$ cat src/rtl/hsva_pkg.sv
package hsva_pkg;

    localparam int BYTE_W  = 8;
    localparam int COLOR_W = 4 * BYTE_W;

    typedef enum logic [2:0] {
        SEC_0 = 3'd0,
        SEC_1 = 3'd1,
        SEC_2 = 3'd2,
        SEC_3 = 3'd3,
        SEC_4 = 3'd4,
        SEC_5 = 3'd5
    } t_sector;

endpackage

$ cat src/rtl/hsva_in_if.sv
interface hsva_in_if #(
    parameter int FRAC_BITS = 16
);
    logic                        valid;
    logic                        ready;
    logic [FRAC_BITS-1:0]        hue_fraction;
    logic signed [FRAC_BITS+1:0] sat_level;
    logic signed [FRAC_BITS+1:0] bright_level;
    logic signed [FRAC_BITS+1:0] alpha_level;

    modport source (
        output valid, hue_fraction, sat_level, bright_level, alpha_level,
        input  ready
    );
    modport sink (
        input  valid, hue_fraction, sat_level, bright_level, alpha_level,
        output ready
    );
endinterface

$ cat src/rtl/rgba_out_if.sv
interface rgba_out_if;
    logic                          valid;
    logic                          ready;
    logic [hsva_pkg::COLOR_W-1:0]  packed_color;

    modport source (
        output valid, packed_color,
        input  ready
    );
    modport sink (
        input  valid, packed_color,
        output ready
    );
endinterface

$ cat src/rtl/hsva_to_rgba8888.sv
// Channel   Dir  Handshake     Payload
// i_hsva    in   valid/ready   hue_fraction, sat_level, bright_level, alpha_level
// o_rgba    out  valid/ready   packed_color (R 31..24, G 23..16, B 15..8, A 7..0)
//
// One request per cycle sustained while o_rgba is ready; a request passes through the front, ramp and pack registers.
// Stages: clamp and hue*6, three multiplies (p, s*f, s*(1-f)), two multiplies
// (q, t), then sector select and byte scaling into the output register.
// Synchronous active-low reset clears only the stage valid bits.
// Each stage refills whenever it is empty or its successor takes its request.
module hsva_to_rgba8888 #(
    parameter int FRAC_BITS = 16
) (
    input  logic        i_clk,
    input  logic        i_rst_n,
    hsva_in_if.sink     i_hsva,
    rgba_out_if.source  o_rgba
);

    logic                 w_vld_f;
    logic                 w_rdy_f;
    logic [FRAC_BITS:0]   w_sat_f;
    logic [FRAC_BITS:0]   w_val_f;
    logic [FRAC_BITS:0]   w_alp_f;
    logic [FRAC_BITS-1:0] w_frac_f;
    hsva_pkg::t_sector    w_sec_f;

    logic                 w_vld_r;
    logic                 w_rdy_r;
    logic [FRAC_BITS:0]   w_p_r;
    logic [FRAC_BITS:0]   w_q_r;
    logic [FRAC_BITS:0]   w_t_r;
    logic [FRAC_BITS:0]   w_val_r;
    logic [FRAC_BITS:0]   w_alp_r;
    hsva_pkg::t_sector    w_sec_r;

    hsva_front #(.FRAC_BITS(FRAC_BITS)) u_front (
        .i_clk   (i_clk),
        .i_rst_n (i_rst_n),
        .i_vld   (i_hsva.valid),
        .o_rdy   (i_hsva.ready),
        .i_hue   (i_hsva.hue_fraction),
        .i_sat   (i_hsva.sat_level),
        .i_val   (i_hsva.bright_level),
        .i_alp   (i_hsva.alpha_level),
        .o_vld   (w_vld_f),
        .i_rdy   (w_rdy_f),
        .o_sat   (w_sat_f),
        .o_val   (w_val_f),
        .o_alp   (w_alp_f),
        .o_frac  (w_frac_f),
        .o_sec   (w_sec_f)
    );

    hsva_ramp #(.FRAC_BITS(FRAC_BITS)) u_ramp (
        .i_clk   (i_clk),
        .i_rst_n (i_rst_n),
        .i_vld   (w_vld_f),
        .o_rdy   (w_rdy_f),
        .i_sat   (w_sat_f),
        .i_val   (w_val_f),
        .i_alp   (w_alp_f),
        .i_frac  (w_frac_f),
        .i_sec   (w_sec_f),
        .o_vld   (w_vld_r),
        .i_rdy   (w_rdy_r),
        .o_p     (w_p_r),
        .o_q     (w_q_r),
        .o_t     (w_t_r),
        .o_val   (w_val_r),
        .o_alp   (w_alp_r),
        .o_sec   (w_sec_r)
    );

    hsva_pack #(.FRAC_BITS(FRAC_BITS)) u_pack (
        .i_clk   (i_clk),
        .i_rst_n (i_rst_n),
        .i_vld   (w_vld_r),
        .o_rdy   (w_rdy_r),
        .i_p     (w_p_r),
        .i_q     (w_q_r),
        .i_t     (w_t_r),
        .i_val   (w_val_r),
        .i_alp   (w_alp_r),
        .i_sec   (w_sec_r),
        .o_vld   (o_rgba.valid),
        .i_rdy   (o_rgba.ready),
        .o_color (o_rgba.packed_color)
    );

    a_rst_clears_out: assert property (@(posedge i_clk)
        !i_rst_n |=> !o_rgba.valid)
        else $error("output valid after reset");

    a_accept_loads_front: assert property (@(posedge i_clk) disable iff (!i_rst_n)
        (i_hsva.valid && i_hsva.ready) |=> w_vld_f)
        else $error("accepted request not captured");

    a_front_holds: assert property (@(posedge i_clk) disable iff (!i_rst_n)
        (w_vld_f && !w_rdy_f) |=> (w_vld_f && $stable(w_sat_f) && $stable(w_frac_f)))
        else $error("front stage lost a stalled request");

endmodule

$ cat src/rtl/hsva_front.sv
module hsva_front #(
    parameter int FRAC_BITS = 16
) (
    input  logic                        i_clk,
    input  logic                        i_rst_n,
    input  logic                        i_vld,
    output logic                        o_rdy,
    input  logic [FRAC_BITS-1:0]        i_hue,
    input  logic signed [FRAC_BITS+1:0] i_sat,
    input  logic signed [FRAC_BITS+1:0] i_val,
    input  logic signed [FRAC_BITS+1:0] i_alp,
    output logic                        o_vld,
    input  logic                        i_rdy,
    output logic [FRAC_BITS:0]          o_sat,
    output logic [FRAC_BITS:0]          o_val,
    output logic [FRAC_BITS:0]          o_alp,
    output logic [FRAC_BITS-1:0]        o_frac,
    output hsva_pkg::t_sector           o_sec
);

    localparam logic [FRAC_BITS:0] ONE = {1'b1, {FRAC_BITS{1'b0}}};

    function automatic logic [FRAC_BITS:0] clamp_lvl(input logic [FRAC_BITS+1:0] x);
        logic [FRAC_BITS:0] y;
        if (x[FRAC_BITS+1]) begin
            y = '0;
        end else if (x[FRAC_BITS]) begin
            y = ONE;
        end else begin
            y = {1'b0, x[FRAC_BITS-1:0]};
        end
        return y;
    endfunction

    logic [FRAC_BITS+2:0] w_h6;
    logic                 w_load;

    logic                 r_vld;
    logic [FRAC_BITS:0]   r_sat;
    logic [FRAC_BITS:0]   r_val;
    logic [FRAC_BITS:0]   r_alp;
    logic [FRAC_BITS-1:0] r_frac;
    hsva_pkg::t_sector    r_sec;

    // hue * 6 = hue * 4 + hue * 2
    assign w_h6   = ({3'b000, i_hue} << 2) + ({3'b000, i_hue} << 1);
    assign o_rdy  = !r_vld || i_rdy;
    assign w_load = i_vld && o_rdy;

    always_ff @(posedge i_clk) begin
        if (!i_rst_n) begin
            r_vld <= 1'b0;
        end else if (o_rdy) begin
            r_vld <= i_vld;
        end
    end

    always_ff @(posedge i_clk) begin
        if (w_load) begin
            r_sat  <= clamp_lvl(i_sat);
            r_val  <= clamp_lvl(i_val);
            r_alp  <= clamp_lvl(i_alp);
            r_frac <= w_h6[FRAC_BITS-1:0];
            r_sec  <= hsva_pkg::t_sector'(w_h6[FRAC_BITS+2:FRAC_BITS]);
        end
    end

    assign o_vld  = r_vld;
    assign o_sat  = r_sat;
    assign o_val  = r_val;
    assign o_alp  = r_alp;
    assign o_frac = r_frac;
    assign o_sec  = r_sec;

endmodule

$ cat src/rtl/hsva_ramp.sv
module hsva_ramp #(
    parameter int FRAC_BITS = 16
) (
    input  logic                 i_clk,
    input  logic                 i_rst_n,
    input  logic                 i_vld,
    output logic                 o_rdy,
    input  logic [FRAC_BITS:0]   i_sat,
    input  logic [FRAC_BITS:0]   i_val,
    input  logic [FRAC_BITS:0]   i_alp,
    input  logic [FRAC_BITS-1:0] i_frac,
    input  hsva_pkg::t_sector    i_sec,
    output logic                 o_vld,
    input  logic                 i_rdy,
    output logic [FRAC_BITS:0]   o_p,
    output logic [FRAC_BITS:0]   o_q,
    output logic [FRAC_BITS:0]   o_t,
    output logic [FRAC_BITS:0]   o_val,
    output logic [FRAC_BITS:0]   o_alp,
    output hsva_pkg::t_sector    o_sec
);

    localparam int LW = FRAC_BITS + 1;
    localparam int PW = 2 * LW;
    localparam logic [FRAC_BITS:0] ONE = {1'b1, {FRAC_BITS{1'b0}}};

    // stage A: p, s*f, s*(1-f)
    logic [LW-1:0] w_inv_s;
    logic [LW-1:0] w_inv_f;
    logic [PW-1:0] w_pp;
    logic [PW-1:0] w_sf;
    logic [PW-1:0] w_s1f;
    logic          w_rdy_a;

    logic              r_vld_a;
    logic [LW-1:0]     r_p_a;
    logic [LW-1:0]     r_sf_a;
    logic [LW-1:0]     r_s1f_a;
    logic [LW-1:0]     r_val_a;
    logic [LW-1:0]     r_alp_a;
    hsva_pkg::t_sector r_sec_a;

    // stage B: q, t
    logic [PW-1:0] w_qq;
    logic [PW-1:0] w_tt;
    logic          w_rdy_b;

    logic              r_vld_b;
    logic [LW-1:0]     r_p_b;
    logic [LW-1:0]     r_q_b;
    logic [LW-1:0]     r_t_b;
    logic [LW-1:0]     r_val_b;
    logic [LW-1:0]     r_alp_b;
    hsva_pkg::t_sector r_sec_b;

    assign w_inv_s = ONE - i_sat;
    assign w_inv_f = ONE - {1'b0, i_frac};
    assign w_pp    = {{LW{1'b0}}, i_val} * {{LW{1'b0}}, w_inv_s};
    assign w_sf    = {{LW{1'b0}}, i_sat} * {{(LW+1){1'b0}}, i_frac};
    assign w_s1f   = {{LW{1'b0}}, i_sat} * {{LW{1'b0}}, w_inv_f};

    assign w_rdy_b = !r_vld_b || i_rdy;
    assign w_rdy_a = !r_vld_a || w_rdy_b;
    assign o_rdy   = w_rdy_a;

    always_ff @(posedge i_clk) begin
        if (!i_rst_n) begin
            r_vld_a <= 1'b0;
            r_vld_b <= 1'b0;
        end else begin
            if (w_rdy_a) begin
                r_vld_a <= i_vld;
            end
            if (w_rdy_b) begin
                r_vld_b <= r_vld_a;
            end
        end
    end

    always_ff @(posedge i_clk) begin
        if (i_vld && w_rdy_a) begin
            r_p_a   <= w_pp[2*FRAC_BITS:FRAC_BITS];
            r_sf_a  <= w_sf[2*FRAC_BITS:FRAC_BITS];
            r_s1f_a <= w_s1f[2*FRAC_BITS:FRAC_BITS];
            r_val_a <= i_val;
            r_alp_a <= i_alp;
            r_sec_a <= i_sec;
        end
    end

    assign w_qq = {{LW{1'b0}}, r_val_a} * {{LW{1'b0}}, LW'(ONE - r_sf_a)};
    assign w_tt = {{LW{1'b0}}, r_val_a} * {{LW{1'b0}}, LW'(ONE - r_s1f_a)};

    always_ff @(posedge i_clk) begin
        if (r_vld_a && w_rdy_b) begin
            r_p_b   <= r_p_a;
            r_q_b   <= w_qq[2*FRAC_BITS:FRAC_BITS];
            r_t_b   <= w_tt[2*FRAC_BITS:FRAC_BITS];
            r_val_b <= r_val_a;
            r_alp_b <= r_alp_a;
            r_sec_b <= r_sec_a;
        end
    end

    assign o_vld = r_vld_b;
    assign o_p   = r_p_b;
    assign o_q   = r_q_b;
    assign o_t   = r_t_b;
    assign o_val = r_val_b;
    assign o_alp = r_alp_b;
    assign o_sec = r_sec_b;

endmodule

$ cat src/rtl/hsva_pack.sv
module hsva_pack #(
    parameter int FRAC_BITS = 16
) (
    input  logic                         i_clk,
    input  logic                         i_rst_n,
    input  logic                         i_vld,
    output logic                         o_rdy,
    input  logic [FRAC_BITS:0]           i_p,
    input  logic [FRAC_BITS:0]           i_q,
    input  logic [FRAC_BITS:0]           i_t,
    input  logic [FRAC_BITS:0]           i_val,
    input  logic [FRAC_BITS:0]           i_alp,
    input  hsva_pkg::t_sector            i_sec,
    output logic                         o_vld,
    input  logic                         i_rdy,
    output logic [hsva_pkg::COLOR_W-1:0] o_color
);

    localparam int BW = hsva_pkg::BYTE_W;

    // floor(x * 255 / ONE), x * 255 = x * 256 - x
    function automatic logic [BW-1:0] to_byte(input logic [FRAC_BITS:0] x);
        logic [FRAC_BITS+BW:0] m;
        m = {x, {BW{1'b0}}} - {{BW{1'b0}}, x};
        return m[FRAC_BITS+BW-1:FRAC_BITS];
    endfunction

    logic [FRAC_BITS:0] w_r;
    logic [FRAC_BITS:0] w_g;
    logic [FRAC_BITS:0] w_b;

    logic                         r_vld;
    logic [hsva_pkg::COLOR_W-1:0] r_color;

    always_comb begin
        case (i_sec)
            hsva_pkg::SEC_0: begin
                w_r = i_val; w_g = i_t;   w_b = i_p;
            end
            hsva_pkg::SEC_1: begin
                w_r = i_q;   w_g = i_val; w_b = i_p;
            end
            hsva_pkg::SEC_2: begin
                w_r = i_p;   w_g = i_val; w_b = i_t;
            end
            hsva_pkg::SEC_3: begin
                w_r = i_p;   w_g = i_q;   w_b = i_val;
            end
            hsva_pkg::SEC_4: begin
                w_r = i_t;   w_g = i_p;   w_b = i_val;
            end
            default: begin
                w_r = i_val; w_g = i_p;   w_b = i_q;
            end
        endcase
    end

    assign o_rdy = !r_vld || i_rdy;

    always_ff @(posedge i_clk) begin
        if (!i_rst_n) begin
            r_vld <= 1'b0;
        end else if (o_rdy) begin
            r_vld <= i_vld;
        end
    end

    always_ff @(posedge i_clk) begin
        if (i_vld && o_rdy) begin
            r_color <= {to_byte(w_r), to_byte(w_g), to_byte(w_b), to_byte(i_alp)};
        end
    end

    assign o_vld   = r_vld;
    assign o_color = r_color;

endmodule
$ cat src/flat_wrapper.sv
// flat-port wrapper written by rule: the top's interface ports become plain ports
module hsva_to_rgba8888_flat 
#(
    parameter int FRAC_BITS = 16
)
  (i_clk, i_rst_n, i_hsva_valid, i_hsva_hue_fraction, i_hsva_sat_level, i_hsva_bright_level, i_hsva_alpha_level, i_hsva_ready, o_rgba_valid, o_rgba_packed_color, o_rgba_ready);
  hsva_in_if #(.FRAC_BITS(FRAC_BITS)) i_hsva_i ();
  rgba_out_if o_rgba_i ();
  input  logic i_clk;
  input  logic i_rst_n;
  input wire logic [$bits(i_hsva_i.valid)-1:0] i_hsva_valid;
  input wire logic [$bits(i_hsva_i.hue_fraction)-1:0] i_hsva_hue_fraction;
  input wire logic [$bits(i_hsva_i.sat_level)-1:0] i_hsva_sat_level;
  input wire logic [$bits(i_hsva_i.bright_level)-1:0] i_hsva_bright_level;
  input wire logic [$bits(i_hsva_i.alpha_level)-1:0] i_hsva_alpha_level;
  output wire logic [$bits(i_hsva_i.ready)-1:0] i_hsva_ready;
  output wire logic [$bits(o_rgba_i.valid)-1:0] o_rgba_valid;
  output wire logic [$bits(o_rgba_i.packed_color)-1:0] o_rgba_packed_color;
  input wire logic [$bits(o_rgba_i.ready)-1:0] o_rgba_ready;
  assign i_hsva_i.valid = i_hsva_valid;
  assign i_hsva_i.hue_fraction = i_hsva_hue_fraction;
  assign i_hsva_i.sat_level = i_hsva_sat_level;
  assign i_hsva_i.bright_level = i_hsva_bright_level;
  assign i_hsva_i.alpha_level = i_hsva_alpha_level;
  assign i_hsva_ready = i_hsva_i.ready;
  assign o_rgba_valid = o_rgba_i.valid;
  assign o_rgba_packed_color = o_rgba_i.packed_color;
  assign o_rgba_i.ready = o_rgba_ready;
  hsva_to_rgba8888 #(.FRAC_BITS(FRAC_BITS)) u_core (.i_clk(i_clk), .i_rst_n(i_rst_n), .i_hsva(i_hsva_i), .o_rgba(o_rgba_i));
endmodule
$ cat config.mk
export PLATFORM = sky130hd
export DESIGN_NAME = hsva_to_rgba8888_flat
export DESIGN_NICKNAME = d
export VERILOG_FILES = /design/src/rtl/hsva_pkg.sv /design/src/rtl/hsva_in_if.sv /design/src/rtl/rgba_out_if.sv /design/src/rtl/hsva_to_rgba8888.sv /design/src/rtl/hsva_front.sv /design/src/rtl/hsva_ramp.sv /design/src/rtl/hsva_pack.sv /design/src/flat_wrapper.sv
export SDC_FILE = /design/constraint.sdc
export NUM_CORES = 2
export LEC_CHECK = 0
export ABC_AREA = 1
export BUFFER_PORTS_ARGS = -buffer_cell sky130_fd_sc_hd__buf_4
export CAP_MARGIN = 20
export CORE_AREA = 2 2 588 356
export CTS_CLUSTER_SIZE = 28
export DETAILED_ROUTE_END_ITERATION = 10
export DIE_AREA = 0 0 590 358
export PLACE_DENSITY = 0.54
export REMOVE_ABC_BUFFERS = 1
export SETUP_SLACK_MARGIN = 0.15
export SYNTH_ARGS = -nofsm -noshare
export SYNTH_HDL_FRONTEND = slang
export SYNTH_SLANG_ARGS = --single-unit
export TNS_END_PERCENT = 5
$ cat constraint.sdc
create_clock -name i_clk -period 18.7 [get_ports i_clk]
set_input_delay 1.87 -clock i_clk [delete_from_list [all_inputs] [get_ports i_clk]]
set_output_delay 1.87 -clock i_clk [all_outputs]
set_load 0.02 [all_outputs]
==> results_dict.tcl <==
set metrics [dict create \
    slew_violations 0 \
    r2r_start "u_core.u_front.o_sat[0]" \
    place_congestion 0.947 \
    period_share_pct 44.6 \
    drc 0 \
    area_delta_synth_final_pct 7.98 \
    hpwl_um 170000 \
    grt_pass1_vias 51800 \
    async_flop_share_pct 0 \
    critPathLaunchType "flop" \
    rsz0062_at_grt "false" \
    tns_ns 0 \
    status "finished clean" \
    relSlewSlack_pct 22.2 \
    dr_total_vias 50300 \
    maxCapViolations 0 \
    worst-path-buf-inv 6 \
    synth_compound_area_share_pct 5.15 \
    grt-ovfl-total 0 \
    cts_resized 0 \
    initial_core_util_pct 29.9 \
    synth_area_um2 61500 \
    syn_avg_cell_area_um2 7.92 \
    io_buffers 107 \
    critPathCapture "u_core.u_ramp.r_p_a[9]" \
    synth_edf_count 277 \
    synth_top_area_share_pct 34.6 \
    regArea_um2 8400 \
    yosys-top-cells-area "fa_1 35%, edfxtp_1 14%, ha_1 12%, inv_1 12%, nand2_1 11%" \
    track_usage_pct 19.8 \
    final_common_cell "inv_1" \
    synth_top_cell_by_area "fa_1" \
    tritoncts "built" \
    synth_xor_area_share_pct 1.47 \
    crit_top_cell "fa_1" \
    antenna_found_initial 4 \
    synth-simple-area-share_pct 19.8 \
    die_w_um 590 \
    chipHeight_um 358 \
    rr_worst_depth 27 \
    critPathLaunch "u_core.u_front.o_sat[0]" \
    clock_latency_ns 0.62 \
    rows 129 \
    ys_types 57 \
    clock_skew_ns 0.0425 \
    tightestPinTransition_ns 1.16 \
    multi_input_area_um2 44800 \
    instances_no_fill 10500 \
    post_cts_buffers 0 \
    cts.clk_slew.worst_paths_ns 0.07 \
    muxShareOfSynthArea_pct 0 \
    critPathMaxFanout 36 \
    wl_per_cell_um 19.7 \
    required_ns 19.05 \
    crit_family "adder cells" \
    yosys_warnings 0 \
    crit_path_top_delay_cell "xor2_1" \
    largest_reg_flops 32 \
    syn_inst 7763 \
    fmax_mhz 120 \
    fp.coreArea_um2 205000 \
    holdBufCountCts 0 \
    synth_seq_cells 281 \
    htree_levels 2 \
    synth_top_family_by_area "adder cells" \
    fillCellCount 21700 \
    via_per_inst 4.78 \
    num_io_pins 108 \
    clkSinkCount 281 \
    initialDrtViolationCount 5414 \
    die_area_um2 211000 \
    period_needed_ns 8.34 \
    r2r_setup_slack_ns 10.36 \
    root_buffer "clkbuf_16" \
    ant_nets 0 \
    hold_viol 0 \
    grt_start_max_net_pins 67 \
    cts_made_buffers 34 \
    worstSetupEndpointType "flop" \
    holdCritPathClass "flop to flop" \
    diodes 0 \
    synthAdderAreaFrac_pct 46.4 \
    critPathKind "flop to flop" \
    worstPathArrival_ns 8.69 \
    ctsLongestPathBuffers 3 \
    rr_endpoint "u_core.u_ramp.r_p_a[9]" \
    final_cell_mix "1905 x inv_1, 1784 x nand2_1, 1063 x fa_1" \
    dpl.cell_count 10500 \
    cpPeakStageDelay_ns 0.90 \
    dr.pass1.iters 8 \
    drt_wl_total_um 207000 \
    path_depth 27 \
    nets 9457 \
    synth-seq-area-share_pct 13.7 \
    setup_violations 0 \
    grt_pass1_wl_um 319000 \
    synth-main-ff-cell "edfxtp_1" \
    drive_above_1_share_pct 4.11 \
]
-- synth_stat cells (9+ instances only) --
library cell / count
inv_1: 1907
nor2_2: 11
a21boi_0: 14
a21oi_1: 231
a31oi_1: 21
nor4_1: 20
nand2_2: 26
o211ai_1: 14
clkinv_1: 36
nor2_1: 798
inv_2: 12
ha_1: 580
buf_1: 21
o21ai_0: 168
o21bai_1: 23
edfxtp_1: 277
o21a_1: 16
buf_6: 10
clkbuf_1: 160
or2_2: 20
xor2_1: 69
a21o_1: 24
nand4_1: 55
xnor2_1: 34
nand3_1: 188
nand2_1: 1784
buf_2: 27
fa_1: 1063
o21ai_1: 9
nor3_1: 57
-- cell families after synthesis --
group	count (synthesis)
xor+xnor	103
simple gates	3005
flops	281
fa+ha+maj	1643
compound gates	554
buf+inv	2177
-- stage by stage --
stage | util, % | setup slack [ns] | hold slack [ns] | cell area, µm²
global placement | 31.7 | 10.33 | 0.403 | 65200
CTS | 32.3 | 10.47 | 0.415 | 66400
detailed placement | 31.7 | 10.50 | 0.405 | 65200
finish | 32.3 | 10.36 | 0.414 | 66400
floorplan | - | 11.73 | 0.400 | 60500
global route | 32.3 | 9.97 | 0.422 | 66400
-- layout make-up --
type                    instances  area share (%)
inverters                    1955            11.1
clock inverters                20           0.345
clock buffers                  40            1.41
well taps                    2751            5.19
flip-flops and latches        281            12.7
multi-input cells            5305            67.5
repair buffers                163            1.86
-- how the worst min path moves through the flow --
| stage | end | depth (start not counted) | start |
|---|---|---|---|
| 2_1_floorplan | u_core.u_ramp.o_alp[0] | 0 | u_core.u_ramp.r_alp_a[0] |
| 3_3_place_gp | u_core.u_ramp.r_alp_a[1] | 0 | u_core.u_front.o_alp[1] |
| 3_5_place_dp | u_core.u_ramp.o_p[0] | 0 | u_core.u_ramp.r_p_a[0] |
| 4_1_cts | u_core.u_ramp.r_alp_a[0] | 0 | u_core.u_front.o_alp[0] |
| 5_1_grt | u_core.u_ramp.o_alp[8] | 0 | u_core.u_ramp.r_alp_a[8] |
| 6_report | u_core.u_ramp.r_alp_a[0] | 0 | u_core.u_front.o_alp[0] |
-- routing by layer --
metal  GRT usage (%)  vias to the layer above  share of wire, %
met5               0                        -            0.0063
met4            3.12                        2               1.4
met3            5.35                      190                11
met2            26.9                     2177                37
met1            31.1                    24800                50
li1                -                    23100                 -
Power is left out: the tool's default activity adds up to more than one toggle a clock period on the data nets, which glitch-free logic cannot reach.
